==> src/rtl/nv21_pkg.sv <==
`default_nettype none
// ----------------------------------------------------------------------------
// nv21_pkg
// shared constants and helpers for the nv21 to rgb pixel converter
// ----------------------------------------------------------------------------
package nv21_pkg;

   // largest frame or bitmap dimension
   localparam int MAX_DIM  = 4096;
   localparam int CNT_W    = $clog2(MAX_DIM);
   localparam int DIM_W    = CNT_W + 1;
   localparam int IDX_W    = 24;
   localparam int WORD_W   = 32;
   localparam int PIX_W    = 8;

   // csr port
   localparam int CSR_IDX_W  = 3;
   localparam int CSR_DATA_W = 13;

   typedef enum logic [CSR_IDX_W-1:0] {
      CSR_OUTPUT_FORMAT = 3'd0,
      CSR_FRAME_WIDTH   = 3'd1,
      CSR_FRAME_HEIGHT  = 3'd2,
      CSR_BITMAP_WIDTH  = 3'd3,
      CSR_BITMAP_HEIGHT = 3'd4
   } csr_index_type;

   // output format codes, code 3 falls back to gray
   localparam logic [1:0] FMT_ABGR   = 2'd0;
   localparam logic [1:0] FMT_RGB565 = 2'd1;
   localparam logic [1:0] FMT_GRAY   = 2'd2;

   // register reset values
   localparam logic [DIM_W-1:0] RST_FRAME_WIDTH   = DIM_W'(640);
   localparam logic [DIM_W-1:0] RST_FRAME_HEIGHT  = DIM_W'(480);
   localparam logic [DIM_W-1:0] RST_BITMAP_WIDTH  = DIM_W'(640);
   localparam logic [DIM_W-1:0] RST_BITMAP_HEIGHT = DIM_W'(480);

   // bt.601 coefficients, 10-bit fraction
   localparam int signed K_Y      = 1192;
   localparam int signed K_R_CR   = 1634;
   localparam int signed K_G_CR   = 833;
   localparam int signed K_G_CB   = 400;
   localparam int signed K_B_CB   = 2066;
   localparam int        ABGR_MAX = 262143;

   // bt.601 coefficients, 8-bit fraction
   localparam int signed L_R_CR = 359;
   localparam int signed L_G_CB = 88;
   localparam int signed L_G_CR = 183;
   localparam int signed L_B_CB = 454;

   localparam int LUMA_OFFSET   = 16;
   localparam int CHROMA_OFFSET = 128;

   // clamp a write value into 1..MAX_DIM
   function automatic logic [DIM_W-1:0] fit_dim(input logic [CSR_DATA_W-1:0] v);
      logic [DIM_W-1:0] r;
      if (v == '0) begin
         r = DIM_W'(1);
      end else if (32'(v) > MAX_DIM) begin
         r = DIM_W'(MAX_DIM);
      end else begin
         r = DIM_W'(v);
      end
      return r;
   endfunction

   // clamp to 0..ABGR_MAX and keep the top 8 of 18 bits
   function automatic logic [7:0] abgr_chan(input logic signed [20:0] v);
      logic [7:0] r;
      if (v < 0) begin
         r = 8'd0;
      end else if (v > 21'(ABGR_MAX)) begin
         r = 8'hFF;
      end else begin
         r = v[17:10];
      end
      return r;
   endfunction

   // clamp to 0..255
   function automatic logic [7:0] byte_chan(input logic signed [10:0] v);
      logic [7:0] r;
      if (v < 0) begin
         r = 8'd0;
      end else if (v > 11'sd255) begin
         r = 8'hFF;
      end else begin
         r = v[7:0];
      end
      return r;
   endfunction

endpackage
`default_nettype wire

==> src/rtl/nv21_to_rgb_pixel_converter_unit.sv <==
`default_nettype none
// ----------------------------------------------------------------------------
// nv21_to_rgb_pixel_converter_unit
// converts one y/cr/cb pixel per request into an abgr, rgb565 or gray word
// and the element index that centers the frame inside a larger bitmap
// ----------------------------------------------------------------------------
//  - req channel: luma plus the cr/cb bytes of the pixel's 2x2 block, in
//    raster order; valid/ready, taken when both are high
//  - rsp channel: pixel word, bitmap index, last-of-frame and misfit flags
//  - csr port: one write per cycle when csr_write_enable is high; sizes are
//    clamped to 1..4096, writes to unknown indexes are dropped
//  - an input register and a result register: rsp_valid rises after a taken
//    request moves through both; one request per clock while rsp_ready is high
//  - the column/row counters and the write index live at the input stage,
//    the frame offset multiply happens there on the first pixel of a frame
//  - color math (constant multiplies, clamp, pack) sits between the registers
//  - a stalled receiver holds the result register; the input stage keeps
//    taking requests until both registers are full, then req_ready drops
//  - reset clears the pipeline, the counters and the csr registers
//    (format abgr, 640x480 frame, 640x480 bitmap)
// ----------------------------------------------------------------------------
module nv21_to_rgb_pixel_converter_unit (
   input  wire logic                              clock,
   input  wire logic                              reset,
   // request channel
   input  wire logic                              req_valid,
   output logic                                   req_ready,
   input  wire logic [nv21_pkg::PIX_W-1:0]        req_luma,
   input  wire logic [nv21_pkg::PIX_W-1:0]        req_chroma_red,
   input  wire logic [nv21_pkg::PIX_W-1:0]        req_chroma_blue,
   // response channel
   output logic                                   rsp_valid,
   input  wire logic                              rsp_ready,
   output logic [nv21_pkg::WORD_W-1:0]            rsp_pixel_word,
   output logic [nv21_pkg::IDX_W-1:0]             rsp_pixel_index,
   output logic                                   rsp_last_of_frame,
   output logic                                   rsp_misfit,
   // csr write port
   input  wire logic                              csr_write_enable,
   input  wire logic [nv21_pkg::CSR_IDX_W-1:0]    csr_index,
   input  wire logic [nv21_pkg::CSR_DATA_W-1:0]   csr_wdata
);

   localparam int DIM_W = nv21_pkg::DIM_W;
   localparam int CNT_W = nv21_pkg::CNT_W;
   localparam int IDX_W = nv21_pkg::IDX_W;
   localparam int PIX_W = nv21_pkg::PIX_W;

   // csr registers
   logic [1:0]        output_format_ff;
   logic [DIM_W-1:0]  frame_width_ff;
   logic [DIM_W-1:0]  frame_height_ff;
   logic [DIM_W-1:0]  bitmap_width_ff;
   logic [DIM_W-1:0]  bitmap_height_ff;
   logic [DIM_W-1:0]  csr_dim;

   // raster position state
   logic [CNT_W-1:0]  column_count_ff, column_count_in;
   logic [CNT_W-1:0]  row_count_ff, row_count_in;
   logic [IDX_W-1:0]  write_index_ff, write_index_in;

   // pipeline control
   logic              s1_valid_ff, s1_valid_in;
   logic              rsp_valid_ff, rsp_valid_in;
   logic              out_open;
   logic              s1_move;
   logic              req_fire;

   // input stage payload
   logic [PIX_W-1:0]  s1_luma_ff;
   logic [PIX_W-1:0]  s1_cr_ff;
   logic [PIX_W-1:0]  s1_cb_ff;
   logic [IDX_W-1:0]  s1_index_ff;
   logic              s1_last_ff;
   logic              s1_misfit_ff;

   // result register
   logic [nv21_pkg::WORD_W-1:0] rsp_word_ff, rsp_word_in;
   logic [IDX_W-1:0]  rsp_index_ff;
   logic              rsp_last_ff;
   logic              rsp_misfit_ff;

   // index math
   logic signed [DIM_W:0]    dv_diff, dh_diff;
   logic signed [DIM_W-1:0]  dv_half, dh_half;
   logic signed [IDX_W-1:0]  offset_prod;
   logic [IDX_W-1:0]         frame_offset;
   logic [IDX_W-1:0]         cur_index;
   logic                     first_pixel;
   logic                     col_wrap, row_wrap;
   logic                     misfit;
   logic                     cur_last;

   // color math
   logic [PIX_W-1:0]         y_lum;
   logic signed [20:0]       y21, cr21, cb21;
   logic signed [20:0]       r_full, g_full, b_full;
   logic signed [17:0]       cr18, cb18;
   logic signed [17:0]       r_prod, g_prod, b_prod;
   logic signed [10:0]       y11;
   logic signed [10:0]       r_sum, g_sum, b_sum;
   logic [7:0]               r565, g565, b565;

   // ---------------------------------------------------------------- csr
   assign csr_dim = nv21_pkg::fit_dim(csr_wdata);

   always_ff @(posedge clock) begin
      if (reset) begin
         output_format_ff <= nv21_pkg::FMT_ABGR;
         frame_width_ff   <= nv21_pkg::RST_FRAME_WIDTH;
         frame_height_ff  <= nv21_pkg::RST_FRAME_HEIGHT;
         bitmap_width_ff  <= nv21_pkg::RST_BITMAP_WIDTH;
         bitmap_height_ff <= nv21_pkg::RST_BITMAP_HEIGHT;
      end else if (csr_write_enable) begin
         unique case (csr_index)
            nv21_pkg::CSR_OUTPUT_FORMAT: output_format_ff <= csr_wdata[1:0];
            nv21_pkg::CSR_FRAME_WIDTH:   frame_width_ff   <= csr_dim;
            nv21_pkg::CSR_FRAME_HEIGHT:  frame_height_ff  <= csr_dim;
            nv21_pkg::CSR_BITMAP_WIDTH:  bitmap_width_ff  <= csr_dim;
            nv21_pkg::CSR_BITMAP_HEIGHT: bitmap_height_ff <= csr_dim;
            default: ;  // unknown index, dropped
         endcase
      end
   end

   // ----------------------------------------------------------- handshake
   // result register frees up when empty or being drained this cycle
   assign out_open  = !rsp_valid_ff || rsp_ready;
   assign s1_move   = s1_valid_ff && out_open;
   assign req_ready = !s1_valid_ff || out_open;
   assign req_fire  = req_valid && req_ready;

   assign s1_valid_in  = req_fire || (s1_valid_ff && !s1_move);
   assign rsp_valid_in = s1_move || (rsp_valid_ff && !rsp_ready);

   // --------------------------------------------------------- index logic
   // centering offset, floor of half the size difference on each axis
   assign dv_diff  = $signed({1'b0, bitmap_height_ff}) - $signed({1'b0, frame_height_ff});
   assign dh_diff  = $signed({1'b0, bitmap_width_ff}) - $signed({1'b0, frame_width_ff});
   assign dv_half  = DIM_W'(dv_diff >>> 1);
   assign dh_half  = DIM_W'(dh_diff >>> 1);
   assign offset_prod  = IDX_W'(dv_half) * $signed(IDX_W'({1'b0, bitmap_width_ff}));
   assign frame_offset = IDX_W'(offset_prod) + IDX_W'(dh_half);

   assign first_pixel = (column_count_ff == '0) && (row_count_ff == '0);
   assign cur_index   = first_pixel ? frame_offset : write_index_ff;

   // a count already past a shrunken size also ends the row or frame
   assign col_wrap = !((DIM_W'(column_count_ff) + DIM_W'(1)) < frame_width_ff);
   assign row_wrap = !((DIM_W'(row_count_ff) + DIM_W'(1)) < frame_height_ff);
   assign cur_last = col_wrap && row_wrap;

   assign misfit = (bitmap_width_ff < frame_width_ff) || (bitmap_height_ff < frame_height_ff);

   always_comb begin
      column_count_in = column_count_ff;
      row_count_in    = row_count_ff;
      write_index_in  = write_index_ff;
      if (req_fire) begin
         if (!col_wrap) begin
            column_count_in = column_count_ff + CNT_W'(1);
            write_index_in  = cur_index + IDX_W'(1);
         end else begin
            column_count_in = '0;
            // skip the bitmap margin to the next row
            write_index_in  = cur_index + IDX_W'(1) + IDX_W'(bitmap_width_ff)
                              - IDX_W'(frame_width_ff);
            row_count_in    = row_wrap ? '0 : row_count_ff + CNT_W'(1);
         end
      end
   end

   // --------------------------------------------------------- color logic
   // luma below the black level counts as black
   assign y_lum = (s1_luma_ff < PIX_W'(nv21_pkg::LUMA_OFFSET)) ? '0
                  : s1_luma_ff - PIX_W'(nv21_pkg::LUMA_OFFSET);

   assign y21  = $signed(21'(y_lum));
   assign cr21 = $signed(21'(s1_cr_ff)) - 21'(nv21_pkg::CHROMA_OFFSET);
   assign cb21 = $signed(21'(s1_cb_ff)) - 21'(nv21_pkg::CHROMA_OFFSET);

   // abgr path, 10-bit fraction
   assign r_full = 21'(nv21_pkg::K_Y) * y21 + 21'(nv21_pkg::K_R_CR) * cr21;
   assign g_full = 21'(nv21_pkg::K_Y) * y21 - 21'(nv21_pkg::K_G_CR) * cr21
                   - 21'(nv21_pkg::K_G_CB) * cb21;
   assign b_full = 21'(nv21_pkg::K_Y) * y21 + 21'(nv21_pkg::K_B_CB) * cb21;

   // rgb565 path, 8-bit fraction with floor shifts
   assign cr18   = 18'(cr21);
   assign cb18   = 18'(cb21);
   assign r_prod = 18'(nv21_pkg::L_R_CR) * cr18;
   assign g_prod = 18'(nv21_pkg::L_G_CB) * cb18 + 18'(nv21_pkg::L_G_CR) * cr18;
   assign b_prod = 18'(nv21_pkg::L_B_CB) * cb18;

   assign y11   = $signed(11'(y_lum));
   assign r_sum = y11 + 11'(r_prod >>> 8);
   assign g_sum = y11 - 11'(g_prod >>> 8);
   assign b_sum = y11 + 11'(b_prod >>> 8);

   assign r565 = nv21_pkg::byte_chan(r_sum);
   assign g565 = nv21_pkg::byte_chan(g_sum);
   assign b565 = nv21_pkg::byte_chan(b_sum);

   always_comb begin
      case (output_format_ff)
         nv21_pkg::FMT_ABGR:
            rsp_word_in = {8'hFF, nv21_pkg::abgr_chan(b_full),
                           nv21_pkg::abgr_chan(g_full), nv21_pkg::abgr_chan(r_full)};
         nv21_pkg::FMT_RGB565:
            rsp_word_in = {16'd0, r565[7:3], g565[7:2], b565[7:3]};
         default:
            // gray, also the unused code
            rsp_word_in = {24'd0, s1_luma_ff};
      endcase
   end

   // ----------------------------------------------------------- registers
   always_ff @(posedge clock) begin
      if (reset) begin
         s1_valid_ff     <= 1'b0;
         rsp_valid_ff    <= 1'b0;
         column_count_ff <= '0;
         row_count_ff    <= '0;
         write_index_ff  <= '0;
      end else begin
         s1_valid_ff     <= s1_valid_in;
         rsp_valid_ff    <= rsp_valid_in;
         column_count_ff <= column_count_in;
         row_count_ff    <= row_count_in;
         write_index_ff  <= write_index_in;
      end
   end

   // payload, no reset
   always_ff @(posedge clock) begin
      if (req_fire) begin
         s1_luma_ff   <= req_luma;
         s1_cr_ff     <= req_chroma_red;
         s1_cb_ff     <= req_chroma_blue;
         s1_index_ff  <= misfit ? '0 : cur_index;
         s1_last_ff   <= cur_last;
         s1_misfit_ff <= misfit;
      end
      if (s1_move) begin
         rsp_word_ff   <= rsp_word_in;
         rsp_index_ff  <= s1_index_ff;
         rsp_last_ff   <= s1_last_ff;
         rsp_misfit_ff <= s1_misfit_ff;
      end
   end

   assign rsp_valid         = rsp_valid_ff;
   assign rsp_pixel_word    = rsp_word_ff;
   assign rsp_pixel_index   = rsp_index_ff;
   assign rsp_last_of_frame = rsp_last_ff;
   assign rsp_misfit        = rsp_misfit_ff;

endmodule
`default_nettype wire
==> config.mk <==
export PLATFORM = sky130hd
export DESIGN_NAME = nv21_to_rgb_pixel_converter_unit
export DESIGN_NICKNAME = d
export VERILOG_FILES = /design/src/rtl/nv21_pkg.sv /design/src/rtl/nv21_to_rgb_pixel_converter_unit.sv
export SDC_FILE = /design/constraint.sdc
export NUM_CORES = 2
export LEC_CHECK = 0
export ABC_AREA = 1
export BUFFER_PORTS_ARGS = -buffer_cell sky130_fd_sc_hd__buf_4
export CAP_MARGIN = 20
export CORE_ASPECT_RATIO = 0.5
export CORE_UTILIZATION = 46
export CTS_CLUSTER_DIAMETER = 100
export DETAILED_ROUTE_END_ITERATION = 7
export PLACE_DENSITY = 0.69
export SLEW_MARGIN = 25
export SYNTH_ARGS = -nofsm -noshare
export SYNTH_HDL_FRONTEND = slang
export SYNTH_SLANG_ARGS = --single-unit
==> constraint.sdc <==
create_clock -name clock -period 21.2 [get_ports clock]
set_clock_uncertainty 0.15 [all_clocks]
set_input_delay 4.24 -clock clock [delete_from_list [all_inputs] [get_ports clock]]
set_output_delay 4.24 -clock clock [all_outputs]
set_load 0.02 [all_outputs]
==> out/qor.yml <==
synth_area_leader_cell: "ha_1"
grt_overflow: 0
clk_latency_ns: 0.58
netlist_area_um2: 32400
final_cell_mix: "inv_1, nand2_1, ha_1, fa_1, a21oi_1"
maxCapViolCount: 0
synth.top_cell.area_share_pct: 22.5
vias_per_cell: 5.24
dp_slack_ns: 10.78
die_x_um: 377
globalplace.congestion: 0.967
n_antenna_cell: 0
route.detailed.drc: 0
status: "completed"
nets: 5083
cp_max_fo: 10
grt_pass1_vias: 26500
start_util_pct: 46.7
cts.sink_count: 205
yosys_register_bits: 205
synth_edf_count: 101
rsz0062_at_grt: "false"
post-cts-setup-buffers: 0
layout_commonest_cell: "inv_1"
r2r-end: "write_index_ff[23]"
r2r_slack_ns: 10.70
r2r_start: "bitmap_height_ff[0]"
ios: 105
final-hold-violation-count: 0
synthCells: 4072
async_flop_share_pct: 0
slew_headroom_pct: 34.1
grt_max_degree: 73
path_class: "reg2reg"
cts-resized-gates: 0
whs_ns: 0.258
syn_area_per_cell_um2: 7.96
htree_levels: 1
r2r_cells: 49
post-route-period-util_pct: 49.5
routed_wl_um: 88700
synth_cell_types: 62
antenna_found_initial: 1
setup_viol: 0
crit_start: "bitmap_height_ff[0]"
port_buffers: 104
first_iter_violations: 1883
arrival_ns: 10.83
cts_buffers: 25
clock.fmax_mhz: 95.2
synth.area.top_cells: "ha_1, fa_1, inv_1, edfxtp_1, nand2_1"
slew_viol_final: 0
die_h_um: 190
ctsRootBufferMaster: "clkbuf_16"
worstSetupEndpoint: "write_index_ff[23]"
setup_slack_ns: 10.70
cp-end-kind: "flop"
ant_nets: 0
syn2layout_area_growth_pct: 8.42
core_um2: 69300
worstHoldPathType: "reg2reg"
yosysSeqAreaShare_pct: 15.8
ys.flop_type: "dfxtp_1"
dieArea_um2: 71600
required_ns: 21.53
wire_per_inst_um: 17.3
period_needed_ns: 10.50
cpMaxStageDelayCell: "xor2_1"
hold_buffers: 0
dr.pass1.iters: 6
grt_pass1_wl_um: 142000
via_count: 26900
crit_path_start_kind: "flop"
slowest_delay_ns: 0.78
drive_gt1_share_pct: 7.23
row_count: 68
cts_tree: "done"
place_hpwl_um: 73600
tightest_slew_ns: 0.981
cpMostUsedCell: "inv_1"
clkTransAtPathRegs_ns: 0.06
yosysWarnings: 0
clockBufferDepth: 3
grt_use_total_pct: 25.1
fin_setup_tns_ns: 0
syn-num-nets: 4985
area by class of cell:
type | instances | area, um^2
sequential | 205 | 5110
tap | 945 | 1180
clock inverter | 18 | 180
fill | 6671 | 34200
clock buffer | 28 | 657
multi-input combinational | 2921 | 23700
inverter | 890 | 3340
timing repair buffer | 127 | 953
how the worst min path moves through the flow:
stage                     slack, ns            start             endpoint  cells past startpoint
after floorplan                0.25       s1_last_ff    rsp_last_of_frame                      0
after global placement         0.25       s1_last_ff    rsp_last_of_frame                      0
after detailed placement       0.25  s1_index_ff[10]  rsp_pixel_index[10]                      0
after CTS                      0.25  s1_index_ff[22]  rsp_pixel_index[22]                      0
after global routing           0.27  s1_index_ff[22]  rsp_pixel_index[22]                      0
final                          0.26  s1_index_ff[19]  rsp_pixel_index[19]                      0
through the flow:
stage / instances / cell area, um^2 / util (%)
5_1_grt: 5134 / 35100 / 50.7
4_1_cts: 5134 / 35100 / 50.7
3_5_place_dp: 5088 / 34300 / 49.5
3_3_place_gp: 5088 / 34300 / 49.5
6_report: 5134 / 35100 / 50.7
2_1_floorplan: 4072 / 32400 / -
critical path, delay by kind of cell (launching register included):
kind	cells	cell delay, ns
fa+ha+maj	10	4.32
simple gates	24	2.77
compound gates	4	1.14
xor+xnor	2	0.94
buf+inv	9	0.72
flops	1	0.34
state kept, by name (all words and copies together), names as in the netlist, 13 cells and up:
register,flops
rsp_pixel_word,25
rsp_pixel_index,24
bitmap_width_ff,13
s1_index_ff,24
write_index_ff,24
frame_height_ff,13
bitmap_height_ff,13
frame_width_ff,13
synth_stat cells (9+ instances only):
cell type	n
a21o_1	17
a21oi_1	277
a221oi_1	9
a31oi_1	18
buf_4	9
clkbuf_1	41
dfxtp_1	104
edfxtp_1	101
fa_1	285
ha_1	583
inv_1	872
inv_2	12
nand2_1	689
nand2_2	19
nand2_4	9
nand3_1	131
nand3b_1	11
nand4_1	45
nor2_1	250
nor2_2	14
nor2_4	13
nor3_1	29
nor4_1	11
o211ai_1	11
o21ai_0	154
o21ai_1	9
o21bai_1	31
or2_2	33
xnor2_1	68
xor2_1	125
logic make-up (layout without fill, tap and decap cells):
| kind of cell | Yosys count | after routing | synth area share [%] |
|---|---|---|---|
| buffers and inverters | 946 | 1063 | 11.1 |
| adders and majority gates | 868 | 868 | 40.1 |
| DFF | 205 | 205 | 15.8 |
| and+or+nand+nor | 1288 | 1288 | 17.9 |
| xor gates and xnor gates | 193 | 193 | 5.22 |
| AOI/OAI and AO/OA | 572 | 572 | 9.90 |
metal layers:
layer,global-route usage (%),up-vias,routed length [um]
met4,6.86,2,2570
met3,2.87,136,4280
li1,-,13200,-
met2,42.3,623,41300
met5,0,-,9
met1,34.2,12900,40500
Power is not shown: default switching activity piles up to over one toggle a cycle in this logic, so the estimate is an artifact.
